[src/rtl/rmsn_pkg.sv]
`timescale 1ns / 1ps
// ============================================================================
// rmsn_pkg
// Shared constants, codes and types of the RMS row normaliser.
// ============================================================================
package rmsn_pkg;

   // Default upper bound on the row length
   localparam int unsigned MAX_ROW_LEN_DEFAULT = 65536;

   // Register reset values
   localparam logic [16:0] ROW_LENGTH_RESET = 17'd4096;
   localparam logic [31:0] EPSILON_RESET    = 32'h358637BD;

   // Register indexes (byte address bits [3:2])
   localparam logic [1:0] REG_ROW_LENGTH  = 2'd0;
   localparam logic [1:0] REG_DATA_FORMAT = 2'd1;
   localparam logic [1:0] REG_EPSILON     = 2'd2;

   // Element formats
   localparam logic FORMAT_FP32 = 1'b0;
   localparam logic FORMAT_BF16 = 1'b1;

   // Item operations
   localparam logic OP_ACCUMULATE = 1'b0;
   localparam logic OP_NORMALIZE  = 1'b1;

   // Floating point constants
   localparam logic [31:0] FP32_ONE   = 32'h3F800000;
   localparam logic [31:0] CANON_NAN  = 32'h7FC00000;
   localparam logic [31:0] POS_INF    = 32'h7F800000;
   localparam logic [31:0] NEG_INF    = 32'hFF800000;
   localparam logic [31:0] POS_ZERO   = 32'h00000000;
   localparam logic [31:0] NEG_ZERO   = 32'h80000000;
   localparam logic [15:0] BF16_NAN   = 16'h7FC0;

   // Operations of the shared arithmetic unit
   localparam logic [2:0] FPU_MUL  = 3'd0;
   localparam logic [2:0] FPU_ADD  = 3'd1;
   localparam logic [2:0] FPU_DIV  = 3'd2;
   localparam logic [2:0] FPU_SQRT = 3'd3;
   localparam logic [2:0] FPU_I2F  = 3'd4;

   // One queued item, element already widened to fp32
   typedef struct packed {
      logic        operation;
      logic [31:0] x;
      logic [31:0] gamma;
   } item_type;

   // Request to the arithmetic unit
   typedef struct packed {
      logic        start;
      logic [2:0]  op;
      logic [31:0] a;
      logic [31:0] b;
   } fpu_req_type;

   // Response of the arithmetic unit
   typedef struct packed {
      logic        done;
      logic [31:0] result;
   } fpu_rsp_type;

   // True for any fp32 NaN pattern
   function automatic logic is_nan(input logic [31:0] v);
      return (v[30:23] == 8'hFF) && (v[22:0] != 23'd0);
   endfunction

endpackage

[src/rtl/rmsn_channels.sv]
`timescale 1ns / 1ps
// ============================================================================
// rmsn channels
// Valid/ready channel bundles for request items and result items.
// ============================================================================
interface rmsn_req_if;
   logic        valid;
   logic        ready;
   logic        operation;
   logic [31:0] element_bits;
   logic [31:0] gamma_bits;
   modport source (output valid, operation, element_bits, gamma_bits, input ready);
   modport sink   (input valid, operation, element_bits, gamma_bits, output ready);
endinterface

interface rmsn_rsp_if;
   logic        valid;
   logic        ready;
   logic [31:0] result_bits;
   logic        row_last;
   modport source (output valid, result_bits, row_last, input ready);
   modport sink   (input valid, result_bits, row_last, output ready);
endinterface

[src/rtl/rmsn_front.sv]
`timescale 1ns / 1ps
// ============================================================================
// rmsn_front
// Accepts request items, widens bf16 elements to fp32 and pushes them on.
// ============================================================================
module rmsn_front (
   rmsn_req_if.sink           req_port,
   input  logic               data_format,
   input  logic               queue_full,
   output logic               push,
   output rmsn_pkg::item_type push_item
);

   // Accept whenever the queue has room.
   assign req_port.ready = !queue_full;
   assign push           = req_port.valid && !queue_full;

   // bf16 sits in the low half; it becomes the upper half of an fp32.
   always_comb begin
      push_item.operation = req_port.operation;
      push_item.gamma     = req_port.gamma_bits;
      if (data_format == rmsn_pkg::FORMAT_BF16) begin
         push_item.x = {req_port.element_bits[15:0], 16'h0000};
      end else begin
         push_item.x = req_port.element_bits;
      end
   end

endmodule

[src/rtl/rmsn_queue.sv]
`timescale 1ns / 1ps
// ============================================================================
// rmsn_queue
// Two-entry item queue between the front and the back.
// ============================================================================
module rmsn_queue (
   input  logic               clock,
   input  logic               reset,
   input  logic               push,
   input  rmsn_pkg::item_type push_item,
   input  logic               pop,
   output logic               full,
   output logic               empty,
   output rmsn_pkg::item_type head_item
);

   rmsn_pkg::item_type slot_ff [2];
   logic       wr_ptr_ff, wr_ptr_in;
   logic       rd_ptr_ff, rd_ptr_in;
   logic [1:0] count_ff, count_in;

   assign full      = (count_ff == 2'd2);
   assign empty     = (count_ff == 2'd0);
   assign head_item = slot_ff[rd_ptr_ff];

   // Pointer and fill count update.
   always_comb begin
      wr_ptr_in = push ? !wr_ptr_ff : wr_ptr_ff;
      rd_ptr_in = pop  ? !rd_ptr_ff : rd_ptr_ff;
      count_in  = count_ff;
      if (push && !pop) begin
         count_in = count_ff + 2'd1;
      end else if (pop && !push) begin
         count_in = count_ff - 2'd1;
      end
   end

   always_ff @(posedge clock) begin
      if (reset) begin
         wr_ptr_ff <= 1'b0;
         rd_ptr_ff <= 1'b0;
         count_ff  <= 2'd0;
      end else begin
         wr_ptr_ff <= wr_ptr_in;
         rd_ptr_ff <= rd_ptr_in;
         count_ff  <= count_in;
      end
   end

   // Item storage.
   always_ff @(posedge clock) begin
      if (push) begin
         slot_ff[wr_ptr_ff] <= push_item;
      end
   end

endmodule

[src/rtl/rmsn_fpu.sv]
`timescale 1ns / 1ps
// ============================================================================
// rmsn_fpu
// Shared fp32 unit: multiply, add, divide, square root and integer convert,
// all rounded to nearest even with subnormals kept.
// ============================================================================
module rmsn_fpu (
   input  logic                  clock,
   input  logic                  reset,
   input  rmsn_pkg::fpu_req_type fpu_req,
   output rmsn_pkg::fpu_rsp_type fpu_rsp
);

   localparam logic [2:0] F_IDLE  = 3'd0;
   localparam logic [2:0] F_ITER  = 3'd1;
   localparam logic [2:0] F_NORM  = 3'd2;
   localparam logic [2:0] F_ROUND = 3'd3;
   localparam logic [2:0] F_DONE  = 3'd4;

   localparam logic [6:0] DIV_STEPS  = 7'd80;
   localparam logic [6:0] SQRT_STEPS = 7'd40;

   typedef struct packed {
      logic               sign;
      logic signed [11:0] e;
      logic [23:0]        mant;
      logic               zero;
      logic               inf;
      logic               nan;
   } unpacked_type;

   // Value = mant * 2^e.
   function automatic unpacked_type unpack(input logic [31:0] v);
      unpacked_type u;
      u.sign = v[31];
      u.nan  = (v[30:23] == 8'hFF) && (v[22:0] != 23'd0);
      u.inf  = (v[30:23] == 8'hFF) && (v[22:0] == 23'd0);
      u.zero = (v[30:0] == 31'd0);
      if (v[30:23] == 8'd0) begin
         u.mant = {1'b0, v[22:0]};
         u.e    = -12'sd149;
      end else begin
         u.mant = {1'b1, v[22:0]};
         u.e    = $signed({4'b0000, v[30:23]}) - 12'sd150;
      end
      return u;
   endfunction

   logic [2:0]         fstate_ff, fstate_in;
   logic [31:0]        res_ff, res_in;
   logic               sign_ff, sign_in;
   logic signed [11:0] e_ff, e_in;
   logic [79:0]        mant_ff, mant_in;
   logic               sticky_ff, sticky_in;
   logic [79:0]        num_ff, num_in;
   logic [43:0]        rem_ff, rem_in;
   logic [23:0]        div_ff, div_in;
   logic               is_sqrt_ff, is_sqrt_in;
   logic [6:0]         count_ff, count_in;
   logic signed [13:0] s_ff, s_in;

   // Set-up work
   unpacked_type       ua, ub, big, little;
   logic               sx;
   logic signed [11:0] d;
   logic [49:0]        big50, sm50, sh50, mask50;
   logic               stk50;
   logic [50:0]        sum51;
   logic [47:0]        prod48;
   logic [24:0]        sq_mant;
   logic signed [11:0] sq_e;

   // Iteration
   logic [43:0] rem_sh, trial;
   logic        ge;

   // Normalise
   logic [6:0]         p;
   logic signed [13:0] s_lead, s_sub;

   // Round
   logic [79:0]        sh, rmask;
   logic               guard, stk;
   logic [24:0]        m25;
   logic signed [13:0] fe, field;
   logic [6:0]         rs;
   logic [4:0]         ls;

   always_comb begin
      fstate_in  = fstate_ff;
      res_in     = res_ff;
      sign_in    = sign_ff;
      e_in       = e_ff;
      mant_in    = mant_ff;
      sticky_in  = sticky_ff;
      num_in     = num_ff;
      rem_in     = rem_ff;
      div_in     = div_ff;
      is_sqrt_in = is_sqrt_ff;
      count_in   = count_ff;
      s_in       = s_ff;

      ua     = unpack(fpu_req.a);
      ub     = unpack(fpu_req.b);
      sx     = ua.sign ^ ub.sign;
      prod48 = ua.mant * ub.mant;
      big    = (fpu_req.a[30:0] >= fpu_req.b[30:0]) ? ua : ub;
      little = (fpu_req.a[30:0] >= fpu_req.b[30:0]) ? ub : ua;
      d      = big.e - little.e;
      big50  = {big.mant, 26'd0};
      sm50   = {little.mant, 26'd0};
      mask50 = (50'd1 << d[5:0]) - 50'd1;
      if (d >= 12'sd50) begin
         sh50  = 50'd0;
         stk50 = 1'b1;
      end else begin
         sh50  = sm50 >> d[5:0];
         stk50 = |(sm50 & mask50);
      end
      if (big.sign == little.sign) begin
         sum51 = {1'b0, big50} + {1'b0, sh50[49:1], sh50[0] | stk50};
      end else begin
         sum51 = {1'b0, big50} - {1'b0, sh50[49:1], sh50[0] | stk50};
      end
      if (ua.e[0]) begin
         sq_mant = {ua.mant, 1'b0};
         sq_e    = ua.e - 12'sd1;
      end else begin
         sq_mant = {1'b0, ua.mant};
         sq_e    = ua.e;
      end

      if (is_sqrt_ff) begin
         rem_sh = {rem_ff[41:0], num_ff[79:78]};
         trial  = {mant_ff[41:0], 2'b01};
      end else begin
         rem_sh = {rem_ff[42:0], num_ff[79]};
         trial  = {20'd0, div_ff};
      end
      ge = (rem_sh >= trial);

      p = 7'd0;
      for (int i = 0; i < 80; i++) begin
         if (mant_ff[i]) begin
            p = 7'(i);
         end
      end
      s_lead = $signed({7'd0, p}) - 14'sd23;
      s_sub  = -14'sd149 - $signed({{2{e_ff[11]}}, e_ff});

      rs    = s_ff[6:0];
      ls    = 5'(-s_ff);
      rmask = (80'd1 << (rs - 7'd1)) - 80'd1;
      if (s_ff > 14'sd80) begin
         sh    = 80'd0;
         guard = 1'b0;
         stk   = sticky_ff | (|mant_ff);
      end else if (s_ff > 14'sd0) begin
         sh    = mant_ff >> rs;
         guard = mant_ff[rs - 7'd1];
         stk   = sticky_ff | (|(mant_ff & rmask));
      end else begin
         sh    = mant_ff << ls;
         guard = 1'b0;
         stk   = sticky_ff;
      end
      m25   = {1'b0, sh[23:0]} + 25'(guard & (stk | sh[0]));
      fe    = $signed({{2{e_ff[11]}}, e_ff}) + s_ff + 14'sd150;
      field = 14'sd0;

      unique case (fstate_ff)
         // Specials, set-up, or start of an iteration.
         F_IDLE: begin
            if (fpu_req.start) begin
               sticky_in  = 1'b0;
               is_sqrt_in = (fpu_req.op == rmsn_pkg::FPU_SQRT);
               rem_in     = 44'd0;
               fstate_in  = F_NORM;
               unique case (fpu_req.op)
                  rmsn_pkg::FPU_MUL: begin
                     sign_in = sx;
                     e_in    = ua.e + ub.e;
                     mant_in = {32'd0, prod48};
                     if (ua.nan || ub.nan || (ua.inf && ub.zero) || (ua.zero && ub.inf)) begin
                        res_in    = rmsn_pkg::CANON_NAN;
                        fstate_in = F_DONE;
                     end else if (ua.inf || ub.inf) begin
                        res_in    = {sx, rmsn_pkg::POS_INF[30:0]};
                        fstate_in = F_DONE;
                     end else if (ua.zero || ub.zero) begin
                        res_in    = {sx, 31'd0};
                        fstate_in = F_DONE;
                     end
                  end
                  rmsn_pkg::FPU_ADD: begin
                     sign_in = big.sign;
                     e_in    = big.e - 12'sd26;
                     mant_in = {29'd0, sum51};
                     if (ua.nan || ub.nan || (ua.inf && ub.inf && sx)) begin
                        res_in    = rmsn_pkg::CANON_NAN;
                        fstate_in = F_DONE;
                     end else if (ua.inf) begin
                        res_in    = fpu_req.a;
                        fstate_in = F_DONE;
                     end else if (ub.inf) begin
                        res_in    = fpu_req.b;
                        fstate_in = F_DONE;
                     end else if (ua.zero && ub.zero) begin
                        res_in    = {ua.sign & ub.sign, 31'd0};
                        fstate_in = F_DONE;
                     end else if (ua.zero) begin
                        res_in    = fpu_req.b;
                        fstate_in = F_DONE;
                     end else if (ub.zero) begin
                        res_in    = fpu_req.a;
                        fstate_in = F_DONE;
                     end else if (sum51 == 51'd0) begin
                        res_in    = rmsn_pkg::POS_ZERO;
                        fstate_in = F_DONE;
                     end
                  end
                  rmsn_pkg::FPU_DIV: begin
                     sign_in   = sx;
                     e_in      = ua.e - ub.e - 12'sd50;
                     mant_in   = 80'd0;
                     num_in    = {6'd0, ua.mant, 50'd0};
                     div_in    = ub.mant;
                     count_in  = DIV_STEPS;
                     fstate_in = F_ITER;
                     if (ua.nan || ub.nan || (ua.inf && ub.inf) || (ua.zero && ub.zero)) begin
                        res_in    = rmsn_pkg::CANON_NAN;
                        fstate_in = F_DONE;
                     end else if (ua.inf || ub.zero) begin
                        res_in    = {sx, rmsn_pkg::POS_INF[30:0]};
                        fstate_in = F_DONE;
                     end else if (ua.zero || ub.inf) begin
                        res_in    = {sx, 31'd0};
                        fstate_in = F_DONE;
                     end
                  end
                  rmsn_pkg::FPU_SQRT: begin
                     // Operand is positive, finite and nonzero here.
                     sign_in   = 1'b0;
                     e_in      = (sq_e - 12'sd52) >>> 1;
                     mant_in   = 80'd0;
                     num_in    = {3'd0, sq_mant, 52'd0};
                     count_in  = SQRT_STEPS;
                     fstate_in = F_ITER;
                  end
                  rmsn_pkg::FPU_I2F: begin
                     sign_in = 1'b0;
                     e_in    = 12'sd0;
                     mant_in = {48'd0, fpu_req.a};
                  end
                  default: begin
                     res_in    = rmsn_pkg::CANON_NAN;
                     fstate_in = F_DONE;
                  end
               endcase
            end
         end
         // One quotient bit or one root bit per cycle.
         F_ITER: begin
            rem_in   = ge ? (rem_sh - trial) : rem_sh;
            mant_in  = {mant_ff[78:0], ge};
            num_in   = is_sqrt_ff ? (num_ff << 2) : (num_ff << 1);
            count_in = count_ff - 7'd1;
            if (count_ff == 7'd1) begin
               sticky_in = (rem_in != 44'd0);
               fstate_in = F_NORM;
            end
         end
         // Shift that brings the leading one, or the subnormal limit, to bit 23 (negative: left shift).
         F_NORM: begin
            s_in      = (s_lead > s_sub) ? s_lead : s_sub;
            fstate_in = F_ROUND;
         end
         // Round to nearest even and pack.
         F_ROUND: begin
            if (mant_ff == 80'd0) begin
               res_in = {sign_ff, 31'd0};
            end else if (m25[24]) begin
               field  = fe + 14'sd1;
               res_in = {sign_ff, field[7:0], 23'd0};
            end else if (m25[23]) begin
               field  = fe;
               res_in = {sign_ff, field[7:0], m25[22:0]};
            end else begin
               res_in = {sign_ff, 8'd0, m25[22:0]};
            end
            if (field >= 14'sd255) begin
               res_in = {sign_ff, rmsn_pkg::POS_INF[30:0]};
            end
            fstate_in = F_DONE;
         end
         F_DONE: begin
            fstate_in = F_IDLE;
         end
         default: begin
            fstate_in = F_IDLE;
         end
      endcase
   end

   always_ff @(posedge clock) begin
      if (reset) begin
         fstate_ff <= F_IDLE;
      end else begin
         fstate_ff <= fstate_in;
      end
   end

   // Datapath registers.
   always_ff @(posedge clock) begin
      res_ff     <= res_in;
      sign_ff    <= sign_in;
      e_ff       <= e_in;
      mant_ff    <= mant_in;
      sticky_ff  <= sticky_in;
      num_ff     <= num_in;
      rem_ff     <= rem_in;
      div_ff     <= div_in;
      is_sqrt_ff <= is_sqrt_in;
      count_ff   <= count_in;
      s_ff       <= s_in;
   end

   assign fpu_rsp.done   = (fstate_ff == F_DONE);
   assign fpu_rsp.result = res_ff;

   // A new operation only starts on an idle unit.
   a_start_idle: assert property (@(posedge clock) disable iff (reset)
      fpu_req.start |-> fstate_ff == F_IDLE)
      else $error("fpu started while busy");

   // A result is offered for exactly one cycle.
   a_done_once: assert property (@(posedge clock) disable iff (reset)
      fstate_ff == F_DONE |=> fstate_ff == F_IDLE)
      else $error("fpu result held for more than one cycle");

   // Iterations end with a normalise step.
   a_iter_end: assert property (@(posedge clock) disable iff (reset)
      (fstate_ff == F_ITER && count_ff == 7'd1) |=> fstate_ff == F_NORM)
      else $error("fpu iteration did not finish");

endmodule

[src/rtl/rmsn_back.sv]
`timescale 1ns / 1ps
// ============================================================================
// rmsn_back
// Sequences each queued item through the shared fp unit, keeps the row
// state and holds the result register.
// ============================================================================
module rmsn_back #(
   parameter int unsigned MAX_ROW_LEN = rmsn_pkg::MAX_ROW_LEN_DEFAULT
) (
   input  logic                               clock,
   input  logic                               reset,
   input  logic                               queue_empty,
   input  rmsn_pkg::item_type                 head_item,
   output logic                               pop,
   input  logic [$clog2(MAX_ROW_LEN+1)-1:0]   row_len,
   input  logic                               data_format,
   input  logic [31:0]                        epsilon,
   output rmsn_pkg::fpu_req_type              fpu_req,
   input  rmsn_pkg::fpu_rsp_type              fpu_rsp,
   rmsn_rsp_if.source                         rsp_port
);

   localparam int unsigned LW = $clog2(MAX_ROW_LEN + 1);

   localparam logic [3:0] B_IDLE  = 4'd0;
   localparam logic [3:0] B_SQ    = 4'd1;
   localparam logic [3:0] B_ACC   = 4'd2;
   localparam logic [3:0] B_LEN   = 4'd3;
   localparam logic [3:0] B_MEAN  = 4'd4;
   localparam logic [3:0] B_EPS   = 4'd5;
   localparam logic [3:0] B_ROOT  = 4'd6;
   localparam logic [3:0] B_RECIP = 4'd7;
   localparam logic [3:0] B_GS    = 4'd8;
   localparam logic [3:0] B_XG    = 4'd9;
   localparam logic [3:0] B_OUT   = 4'd10;

   logic [3:0]         state_ff, state_in;
   logic               issued_ff, issued_in;
   rmsn_pkg::item_type cur_ff, cur_in;
   logic [31:0]        t_ff, t_in;
   logic [31:0]        sum_ff, sum_in;
   logic [31:0]        scale_ff, scale_in;
   logic [LW-1:0]      accum_ff, accum_in;
   logic [LW-1:0]      norm_ff, norm_in;
   logic               last_ff, last_in;
   logic               out_valid_ff, out_valid_in;
   logic [31:0]        out_bits_ff, out_bits_in;
   logic               out_last_ff, out_last_in;

   logic [LW-1:0] accum_next, norm_next;
   logic          arith;
   logic [32:0]   bf_sum;
   logic [15:0]   bf_bits;
   logic [31:0]   r;

   assign accum_next = accum_ff + LW'(1);
   assign norm_next  = norm_ff + LW'(1);
   assign r          = fpu_rsp.result;

   // bf16 result, rounded to nearest even.
   assign bf_sum  = {1'b0, t_ff} + 33'h0_0000_7FFF + 33'(t_ff[16]);
   assign bf_bits = rmsn_pkg::is_nan(t_ff) ? rmsn_pkg::BF16_NAN : bf_sum[31:16];

   // Operand selection for the shared unit.
   always_comb begin
      arith       = 1'b1;
      fpu_req.op  = rmsn_pkg::FPU_MUL;
      fpu_req.a   = cur_ff.x;
      fpu_req.b   = cur_ff.x;
      unique case (state_ff)
         B_SQ: begin
            fpu_req.op = rmsn_pkg::FPU_MUL;
         end
         B_ACC: begin
            fpu_req.op = rmsn_pkg::FPU_ADD;
            fpu_req.a  = sum_ff;
            fpu_req.b  = t_ff;
         end
         B_LEN: begin
            fpu_req.op = rmsn_pkg::FPU_I2F;
            fpu_req.a  = 32'(row_len);
         end
         B_MEAN: begin
            fpu_req.op = rmsn_pkg::FPU_DIV;
            fpu_req.a  = sum_ff;
            fpu_req.b  = t_ff;
         end
         B_EPS: begin
            fpu_req.op = rmsn_pkg::FPU_ADD;
            fpu_req.a  = t_ff;
            fpu_req.b  = epsilon;
         end
         B_ROOT: begin
            fpu_req.op = rmsn_pkg::FPU_SQRT;
            fpu_req.a  = t_ff;
         end
         B_RECIP: begin
            fpu_req.op = rmsn_pkg::FPU_DIV;
            fpu_req.a  = rmsn_pkg::FP32_ONE;
            fpu_req.b  = t_ff;
         end
         B_GS: begin
            fpu_req.op = rmsn_pkg::FPU_MUL;
            fpu_req.a  = cur_ff.gamma;
            fpu_req.b  = scale_ff;
         end
         B_XG: begin
            fpu_req.op = rmsn_pkg::FPU_MUL;
            fpu_req.b  = t_ff;
         end
         default: begin
            arith = 1'b0;
         end
      endcase
      fpu_req.start = arith && !issued_ff;
   end

   // Item sequencer.
   always_comb begin
      state_in     = state_ff;
      issued_in    = issued_ff;
      cur_in       = cur_ff;
      t_in         = t_ff;
      sum_in       = sum_ff;
      scale_in     = scale_ff;
      accum_in     = accum_ff;
      norm_in      = norm_ff;
      last_in      = last_ff;
      out_bits_in  = out_bits_ff;
      out_last_in  = out_last_ff;
      out_valid_in = out_valid_ff && !rsp_port.ready;
      pop          = 1'b0;

      if (fpu_req.start) begin
         issued_in = 1'b1;
      end
      if (fpu_rsp.done) begin
         issued_in = 1'b0;
         t_in      = r;
      end

      unique case (state_ff)
         B_IDLE: begin
            if (!queue_empty) begin
               pop    = 1'b1;
               cur_in = head_item;
               state_in = (head_item.operation == rmsn_pkg::OP_NORMALIZE) ? B_GS : B_SQ;
            end
         end
         B_SQ: begin
            if (fpu_rsp.done) begin
               state_in = B_ACC;
            end
         end
         B_ACC: begin
            if (fpu_rsp.done) begin
               sum_in = r;
               if (accum_next >= row_len) begin
                  accum_in = '0;
                  state_in = B_LEN;
               end else begin
                  accum_in = accum_next;
                  state_in = B_IDLE;
               end
            end
         end
         B_LEN: begin
            if (fpu_rsp.done) begin
               state_in = B_MEAN;
            end
         end
         B_MEAN: begin
            if (fpu_rsp.done) begin
               sum_in   = rmsn_pkg::POS_ZERO;
               state_in = B_EPS;
            end
         end
         // Square root specials are settled here.
         B_EPS: begin
            if (fpu_rsp.done) begin
               state_in = B_IDLE;
               priority if (rmsn_pkg::is_nan(r)) begin
                  scale_in = rmsn_pkg::CANON_NAN;
               end else if (r == rmsn_pkg::POS_ZERO) begin
                  scale_in = rmsn_pkg::POS_INF;
               end else if (r == rmsn_pkg::NEG_ZERO) begin
                  scale_in = rmsn_pkg::NEG_INF;
               end else if (r[31]) begin
                  scale_in = rmsn_pkg::CANON_NAN;
               end else if (r == rmsn_pkg::POS_INF) begin
                  scale_in = rmsn_pkg::POS_ZERO;
               end else begin
                  state_in = B_ROOT;
               end
            end
         end
         B_ROOT: begin
            if (fpu_rsp.done) begin
               state_in = B_RECIP;
            end
         end
         B_RECIP: begin
            if (fpu_rsp.done) begin
               scale_in = r;
               state_in = B_IDLE;
            end
         end
         B_GS: begin
            if (fpu_rsp.done) begin
               state_in = B_XG;
            end
         end
         B_XG: begin
            if (fpu_rsp.done) begin
               last_in  = (norm_next >= row_len);
               norm_in  = (norm_next >= row_len) ? '0 : norm_next;
               state_in = B_OUT;
            end
         end
         // Load the result register once it is free.
         B_OUT: begin
            if (!out_valid_ff || rsp_port.ready) begin
               out_valid_in = 1'b1;
               out_last_in  = last_ff;
               if (data_format == rmsn_pkg::FORMAT_BF16) begin
                  out_bits_in = {16'h0000, bf_bits};
               end else begin
                  out_bits_in = t_ff;
               end
               state_in = B_IDLE;
            end
         end
         default: begin
            state_in = B_IDLE;
         end
      endcase
   end

   always_ff @(posedge clock) begin
      if (reset) begin
         state_ff     <= B_IDLE;
         issued_ff    <= 1'b0;
         sum_ff       <= rmsn_pkg::POS_ZERO;
         scale_ff     <= rmsn_pkg::FP32_ONE;
         accum_ff     <= '0;
         norm_ff      <= '0;
         out_valid_ff <= 1'b0;
      end else begin
         state_ff     <= state_in;
         issued_ff    <= issued_in;
         sum_ff       <= sum_in;
         scale_ff     <= scale_in;
         accum_ff     <= accum_in;
         norm_ff      <= norm_in;
         out_valid_ff <= out_valid_in;
      end
   end

   // Payload registers.
   always_ff @(posedge clock) begin
      cur_ff      <= cur_in;
      t_ff        <= t_in;
      last_ff     <= last_in;
      out_bits_ff <= out_bits_in;
      out_last_ff <= out_last_in;
   end

   assign rsp_port.valid       = out_valid_ff;
   assign rsp_port.result_bits = out_bits_ff;
   assign rsp_port.row_last    = out_last_ff;

   // A result only appears from the output step.
   a_out_source: assert property (@(posedge clock) disable iff (reset)
      $rose(out_valid_ff) |-> $past(state_ff == B_OUT))
      else $error("result appeared outside the output step");

   // A popped item starts one of the two operation sequences.
   a_pop_start: assert property (@(posedge clock) disable iff (reset)
      pop |=> (state_ff == B_SQ || state_ff == B_GS))
      else $error("popped item not started");

   // Row counters stay below the configured maximum.
   a_index_range: assert property (@(posedge clock) disable iff (reset)
      (32'(accum_ff) < MAX_ROW_LEN) && (32'(norm_ff) < MAX_ROW_LEN))
      else $error("row index out of range");

endmodule

[src/rtl/rms_norm_row.sv]
`timescale 1ns / 1ps
// ============================================================================
// rms_norm_row
// RMS normalisation of rows: accumulate squares, then scale each element by
// gamma * rsqrt(mean square + epsilon). Elements in fp32 or bf16.
// ============================================================================
//
//  channel   role     ports              payload
//  --------  -------  -----------------  ----------------------------------
//  request   sink     req_port           operation, element_bits, gamma_bits
//  result    source   rsp_port           result_bits, row_last
//  config    slave    psel ... prdata    row_length, data_format, epsilon_bits
//
// Each accumulate or normalise item makes two passes through the shared fp unit
// (set-up, normalise, round, hand-over), and a normalise item then loads the
// result register. A zero, infinite or NaN operand cuts a pass to set-up and
// hand-over. The row's last accumulate item adds further passes, among them
// the two bit-serial 80-step divides and the 40-step square root.
// Reset is synchronous and active high; there is no clearing pass.
// A two-entry queue takes items while the back is busy, and the result
// register lets the back move on while a result waits to be taken.
//
module rms_norm_row #(
   parameter int unsigned MAX_ROW_LEN = rmsn_pkg::MAX_ROW_LEN_DEFAULT
) (
   input  logic        clock,
   input  logic        reset,
   rmsn_req_if.sink    req_port,
   rmsn_rsp_if.source  rsp_port,
   input  logic        psel,
   input  logic        penable,
   input  logic        pwrite,
   input  logic [3:0]  paddr,
   input  logic [31:0] pwdata,
   output logic [31:0] prdata,
   output logic        pready
);

   localparam int unsigned LW = $clog2(MAX_ROW_LEN + 1);

   logic [16:0] row_length_ff;
   logic        data_format_ff;
   logic [31:0] epsilon_ff;
   logic        csr_write;
   logic [31:0] rl_wide, len_wide;
   logic [LW-1:0] row_len;

   logic               push, pop, q_full, q_empty;
   rmsn_pkg::item_type push_item, head_item;
   rmsn_pkg::fpu_req_type fpu_req;
   rmsn_pkg::fpu_rsp_type fpu_rsp;

   // Register writes.
   assign pready    = 1'b1;
   assign csr_write = psel && penable && pwrite;

   always_ff @(posedge clock) begin
      if (reset) begin
         row_length_ff  <= rmsn_pkg::ROW_LENGTH_RESET;
         data_format_ff <= rmsn_pkg::FORMAT_FP32;
         epsilon_ff     <= rmsn_pkg::EPSILON_RESET;
      end else if (csr_write) begin
         unique case (paddr[3:2])
            rmsn_pkg::REG_ROW_LENGTH:  row_length_ff  <= pwdata[16:0];
            rmsn_pkg::REG_DATA_FORMAT: data_format_ff <= pwdata[0];
            rmsn_pkg::REG_EPSILON:     epsilon_ff     <= pwdata;
            default: begin
            end
         endcase
      end
   end

   // Register reads.
   always_comb begin
      unique case (paddr[3:2])
         rmsn_pkg::REG_ROW_LENGTH:  prdata = {15'd0, row_length_ff};
         rmsn_pkg::REG_DATA_FORMAT: prdata = {31'd0, data_format_ff};
         rmsn_pkg::REG_EPSILON:     prdata = epsilon_ff;
         default:                   prdata = 32'd0;
      endcase
   end

   // Effective row length: zero counts as one, capped at the maximum.
   assign rl_wide = 32'(row_length_ff);
   always_comb begin
      if (rl_wide == 32'd0) begin
         len_wide = 32'd1;
      end else if (rl_wide > 32'(MAX_ROW_LEN)) begin
         len_wide = 32'(MAX_ROW_LEN);
      end else begin
         len_wide = rl_wide;
      end
   end
   assign row_len = len_wide[LW-1:0];

   rmsn_front u_front (
      .req_port    (req_port),
      .data_format (data_format_ff),
      .queue_full  (q_full),
      .push        (push),
      .push_item   (push_item)
   );

   rmsn_queue u_queue (
      .clock     (clock),
      .reset     (reset),
      .push      (push),
      .push_item (push_item),
      .pop       (pop),
      .full      (q_full),
      .empty     (q_empty),
      .head_item (head_item)
   );

   rmsn_fpu u_fpu (
      .clock   (clock),
      .reset   (reset),
      .fpu_req (fpu_req),
      .fpu_rsp (fpu_rsp)
   );

   rmsn_back #(
      .MAX_ROW_LEN (MAX_ROW_LEN)
   ) u_back (
      .clock       (clock),
      .reset       (reset),
      .queue_empty (q_empty),
      .head_item   (head_item),
      .pop         (pop),
      .row_len     (row_len),
      .data_format (data_format_ff),
      .epsilon     (epsilon_ff),
      .fpu_req     (fpu_req),
      .fpu_rsp     (fpu_rsp),
      .rsp_port    (rsp_port)
   );

endmodule

[src/flat_wrapper.sv]
// flat-port wrapper written by rule: the top's interface ports become plain ports
module rms_norm_row_flat 
#(
   parameter int unsigned MAX_ROW_LEN = rmsn_pkg::MAX_ROW_LEN_DEFAULT
)
  (clock, reset, psel, penable, pwrite, paddr, pwdata, prdata, pready, req_port_valid, req_port_operation, req_port_element_bits, req_port_gamma_bits, req_port_ready, rsp_port_valid, rsp_port_result_bits, rsp_port_row_last, rsp_port_ready);
  rmsn_req_if req_port_i ();
  rmsn_rsp_if rsp_port_i ();
  input  logic clock;
  input  logic reset;
  input  logic psel;
  input  logic penable;
  input  logic pwrite;
  input  logic [3:0] paddr;
  input  logic [31:0] pwdata;
  output logic [31:0] prdata;
  output logic pready;
  input wire logic [$bits(req_port_i.valid)-1:0] req_port_valid;
  input wire logic [$bits(req_port_i.operation)-1:0] req_port_operation;
  input wire logic [$bits(req_port_i.element_bits)-1:0] req_port_element_bits;
  input wire logic [$bits(req_port_i.gamma_bits)-1:0] req_port_gamma_bits;
  output wire logic [$bits(req_port_i.ready)-1:0] req_port_ready;
  output wire logic [$bits(rsp_port_i.valid)-1:0] rsp_port_valid;
  output wire logic [$bits(rsp_port_i.result_bits)-1:0] rsp_port_result_bits;
  output wire logic [$bits(rsp_port_i.row_last)-1:0] rsp_port_row_last;
  input wire logic [$bits(rsp_port_i.ready)-1:0] rsp_port_ready;
  assign req_port_i.valid = req_port_valid;
  assign req_port_i.operation = req_port_operation;
  assign req_port_i.element_bits = req_port_element_bits;
  assign req_port_i.gamma_bits = req_port_gamma_bits;
  assign req_port_ready = req_port_i.ready;
  assign rsp_port_valid = rsp_port_i.valid;
  assign rsp_port_result_bits = rsp_port_i.result_bits;
  assign rsp_port_row_last = rsp_port_i.row_last;
  assign rsp_port_i.ready = rsp_port_ready;
  rms_norm_row #(.MAX_ROW_LEN(MAX_ROW_LEN)) u_core (.clock(clock), .reset(reset), .req_port(req_port_i), .rsp_port(rsp_port_i), .psel(psel), .penable(penable), .pwrite(pwrite), .paddr(paddr), .pwdata(pwdata), .prdata(prdata), .pready(pready));
endmodule
[config.mk]
export PLATFORM = sky130hd
export DESIGN_NAME = rms_norm_row_flat
export DESIGN_NICKNAME = d
export VERILOG_FILES = /design/src/rtl/rmsn_pkg.sv /design/src/rtl/rmsn_channels.sv /design/src/rtl/rmsn_front.sv /design/src/rtl/rmsn_queue.sv /design/src/rtl/rmsn_fpu.sv /design/src/rtl/rmsn_back.sv /design/src/rtl/rms_norm_row.sv /design/src/flat_wrapper.sv
export SDC_FILE = /design/constraint.sdc
export NUM_CORES = 2
export LEC_CHECK = 0
export ABC_AREA = 1
export BUFFER_PORTS_ARGS = -buffer_cell sky130_fd_sc_hd__buf_2
export CORE_MARGIN = 5
export CORE_UTILIZATION = 30
export CTS_BUF_LIST = sky130_fd_sc_hd__clkbuf_4 sky130_fd_sc_hd__clkbuf_8
export CTS_CLUSTER_SIZE = 8
export DETAILED_ROUTE_END_ITERATION = 16
export PLACE_DENSITY = 0.48
export SYNTH_ARGS = -nofsm -noshare
export SYNTH_HDL_FRONTEND = slang
export SYNTH_SLANG_ARGS = --single-unit
[constraint.sdc]
create_clock -name clock -period 16.5 [get_ports clock]
set_input_delay 0 -clock clock [delete_from_list [all_inputs] [get_ports clock]]
set_output_delay 0 -clock clock [all_outputs]
set_load 0.1 [all_outputs]
==> run summary <==
CTS tree = yes
Hold Buf Count CTS = 225
clock skew = 0.0757 ns
routed wire length per instance = 23.5 um
Num CTS Buffers = 134
Final Max Tran Viols = 0
sequential area share after synthesis = 25.4%
Worst path most repeated cell = inv_1
RSZ-0062 raised after global routing = no
critical path arrival = 15.16 ns
crit-path max cell delay = 0.91 ns
final worst slack = 1.96 ns
Buffers on Ports = 172
worst r2r src = u_core.u_back.state_ff[1]
DRC violations left = 0
post-synthesis area per instance = 7.21 um^2
Final Critical Period = 14.54 ns
Antenna Nets Post-Route = 0
I/O Pins = 176
Critical Path End Type = flip-flop
hpwl dp = 249 mm
commonest non-fill, non-tap cell in the layout = nand2_1
Startpoint Class = flip-flop
final wirelength = 321 mm
Avg Vias per Cell = 5.25
Rel. slew slack = 7.39%
CP Launch Point = u_core.u_back.state_ff[1]
clock root buffer master = clkbuf_8
syn nets = 11100
Clock Path Buffers = 3
Bufs and invs on worst path = 20
die extent in x = 501 um
aggregate global routing overflow = 0
Max Clk Rate = 0.0688 GHz
Synth Instances = 10000
dpl ws = 2.38 ns
Tcrit/Tclk final = 88.1%
Main synth FF type = edfxtp_1
Worst Hold Class = input port to flip-flop
mapped cell area = 72400 um^2
GP Congestion = 1.00
Post-synth EDFFs = 504
CP Max Fanout = 34
DRT iter0 DRCs = 6772
commonest cells after routing, fill and taps aside = nand2_1 (2332), inv_1 (1496), nor2_1 (1142)
max cap viols = 0
Non-Filler Instances = 13700
Post-Place Cells = 13200
Starting Density = 30.1%
Hold Path Origin = psel
FF+latch count, synth = 666
Via Count = 71800
maximum number of pins on one net before global-route repair = 95
area taken by flip-flops and latches = 18400 um^2
share of layout cells above drive strength 1 = 7.72%
Clock Latency Late Sink = 0.96 ns
Synth cell types = 76
critical path class = flip-flop to flip-flop
TNS Setup = 0 ns
Slowest-stage cell, CP = dfxtp_1
worst-margin pin slew = 1.37 ns
num rows = 180
final-layout fill cell count = 25700
full die area = 251000 um^2
Die Span Y = 501 um
core area = 240000 um^2
Worst EP required = 17.12 ns
asr flop ratio synth = 0%
vias in the first global route = 70500
cell family with most CP delay = compound AO/OA/AOI/OAI gates
Post-CTS Resized = 0
Post-CTS Setup Inserts = 0
Clock transition at path regs = 0.06 ns
Synth Warn # = 0
Setup violations, final = 0
Multi-input gate area = 46500 um^2
Synth-to-Final Area Change = 14.7%
H-tree depth = 4
endpoints failing hold = 0
first-pass GRT wire length = 468 mm
status = completed
Min Hold Slack = 0.162 ns
Clock Sinks = 666
TritonRoute pass-1 iters = 12
Final nets = 11400
initial antenna violation count = 17
GRT Overall Usage = 24.9%
-- routing by layer --
layer / global-route usage (%) / share of wire (%) / vias up
met5: 0 / 0 / -
met4: 10.9 / 5.0 / 0
met3: 4.59 / 7.5 / 615
met2: 39.3 / 44 / 2797
met1: 33.2 / 44 / 34800
li1: - / - / 33600
-- Yosys cell counts, types with 26 or more instances --
cell      instances  area share [%]
a211oi_1         26            0.27
a21oi_1         490             3.4
a221oi_1         45            0.54
a22oi_1          48            0.50
a31oi_1          44            0.38
buf_1            74            0.38
buf_2            46            0.32
clkbuf_1        338             1.8
dfxtp_1         162             4.5
edfxtp_1        504              21
fa_1            488              13
ha_1            452             7.8
inv_1          1501             7.8
mux2i_1          63            0.87
nand2_1        2333              12
nand3_1         296             2.0
nand4_1          84            0.73
nor2_1         1150             6.0
nor3_1           95            0.66
nor4_1           59            0.51
o211ai_1        117             1.2
o21ai_0         860             5.9
o21ai_1          62            0.43
o221ai_1         44            0.53
o22ai_1          96            0.83
o31ai_1          46            0.48
or2_2            31            0.27
xnor2_1          68            0.82
xor2_1          130             1.6
-- worst reg2reg max path, delay by kind of cell (launching register included) --
kind	cells	cell delay (ns)
AOI/OAI and AO/OA	23	4.27
xor gates and xnor gates	2	0.40
adders and majority gates	5	1.36
buffers and inverters	20	3.66
DFF	1	0.91
and+or+nand+nor	25	3.60
-- worst paths after layout --
path,endpoint,slack (ns),depth (start not counted)
setup / recovery,u_core.u_fpu.res_ff[18],1.96,75
hold / removal,u_core.data_format_ff,0.16,5
setup reg to reg,u_core.u_fpu.res_ff[18],1.96,75
hold reg to reg,u_core.u_back.rsp_port.row_last,0.43,0
-- final cells by class --
type	instances	area share, %
clock inverter	58	0.964
inverter	1542	6.98
tap	3185	4.80
sequential	666	22.1
clock buffer	185	2.73
multi-input combinational	7362	56.0
timing repair buffer	682	6.34
antenna	9	0.0271
-- cells by family after synthesis --
group / share of synthesized area, %
DFF: 25.4
other: 0.00518
AOI/OAI and AO/OA: 16.5
buffers and inverters: 10.5
adders and majority gates: 21.3
muxes: 0.871
xor gates and xnor gates: 2.42
and+or+nand+nor: 23.0
-- stage by stage --
stage / utilization [%] / area, um^2
after floorplan: - / 72400
after global placement: 32.3 / 77700
after detailed placement: 32.3 / 77700
after CTS: 34.5 / 83000
after global routing: 34.5 / 83000
final: 34.6 / 83000
-- state kept, by name (all words and copies together) (netlist names), 32 cells and up, named ones only --
register / count
u_core.u_back.scale_ff: 32
u_core.u_back.sum_ff: 32
u_core.u_back.rsp_port.result_bits: 32
u_core.u_fpu.res_ff: 32
u_core.epsilon_ff: 32
u_core.u_fpu.rem_ff: 43
u_core.u_queue.slot_ff: 130
u_core.u_back.cur_ff: 64
u_core.u_back.t_ff: 32
u_core.u_fpu.mant_ff: 80
Power is left out: the tool's default activity adds up to more than one toggle a clock period on the data nets, which glitch-free logic cannot reach.
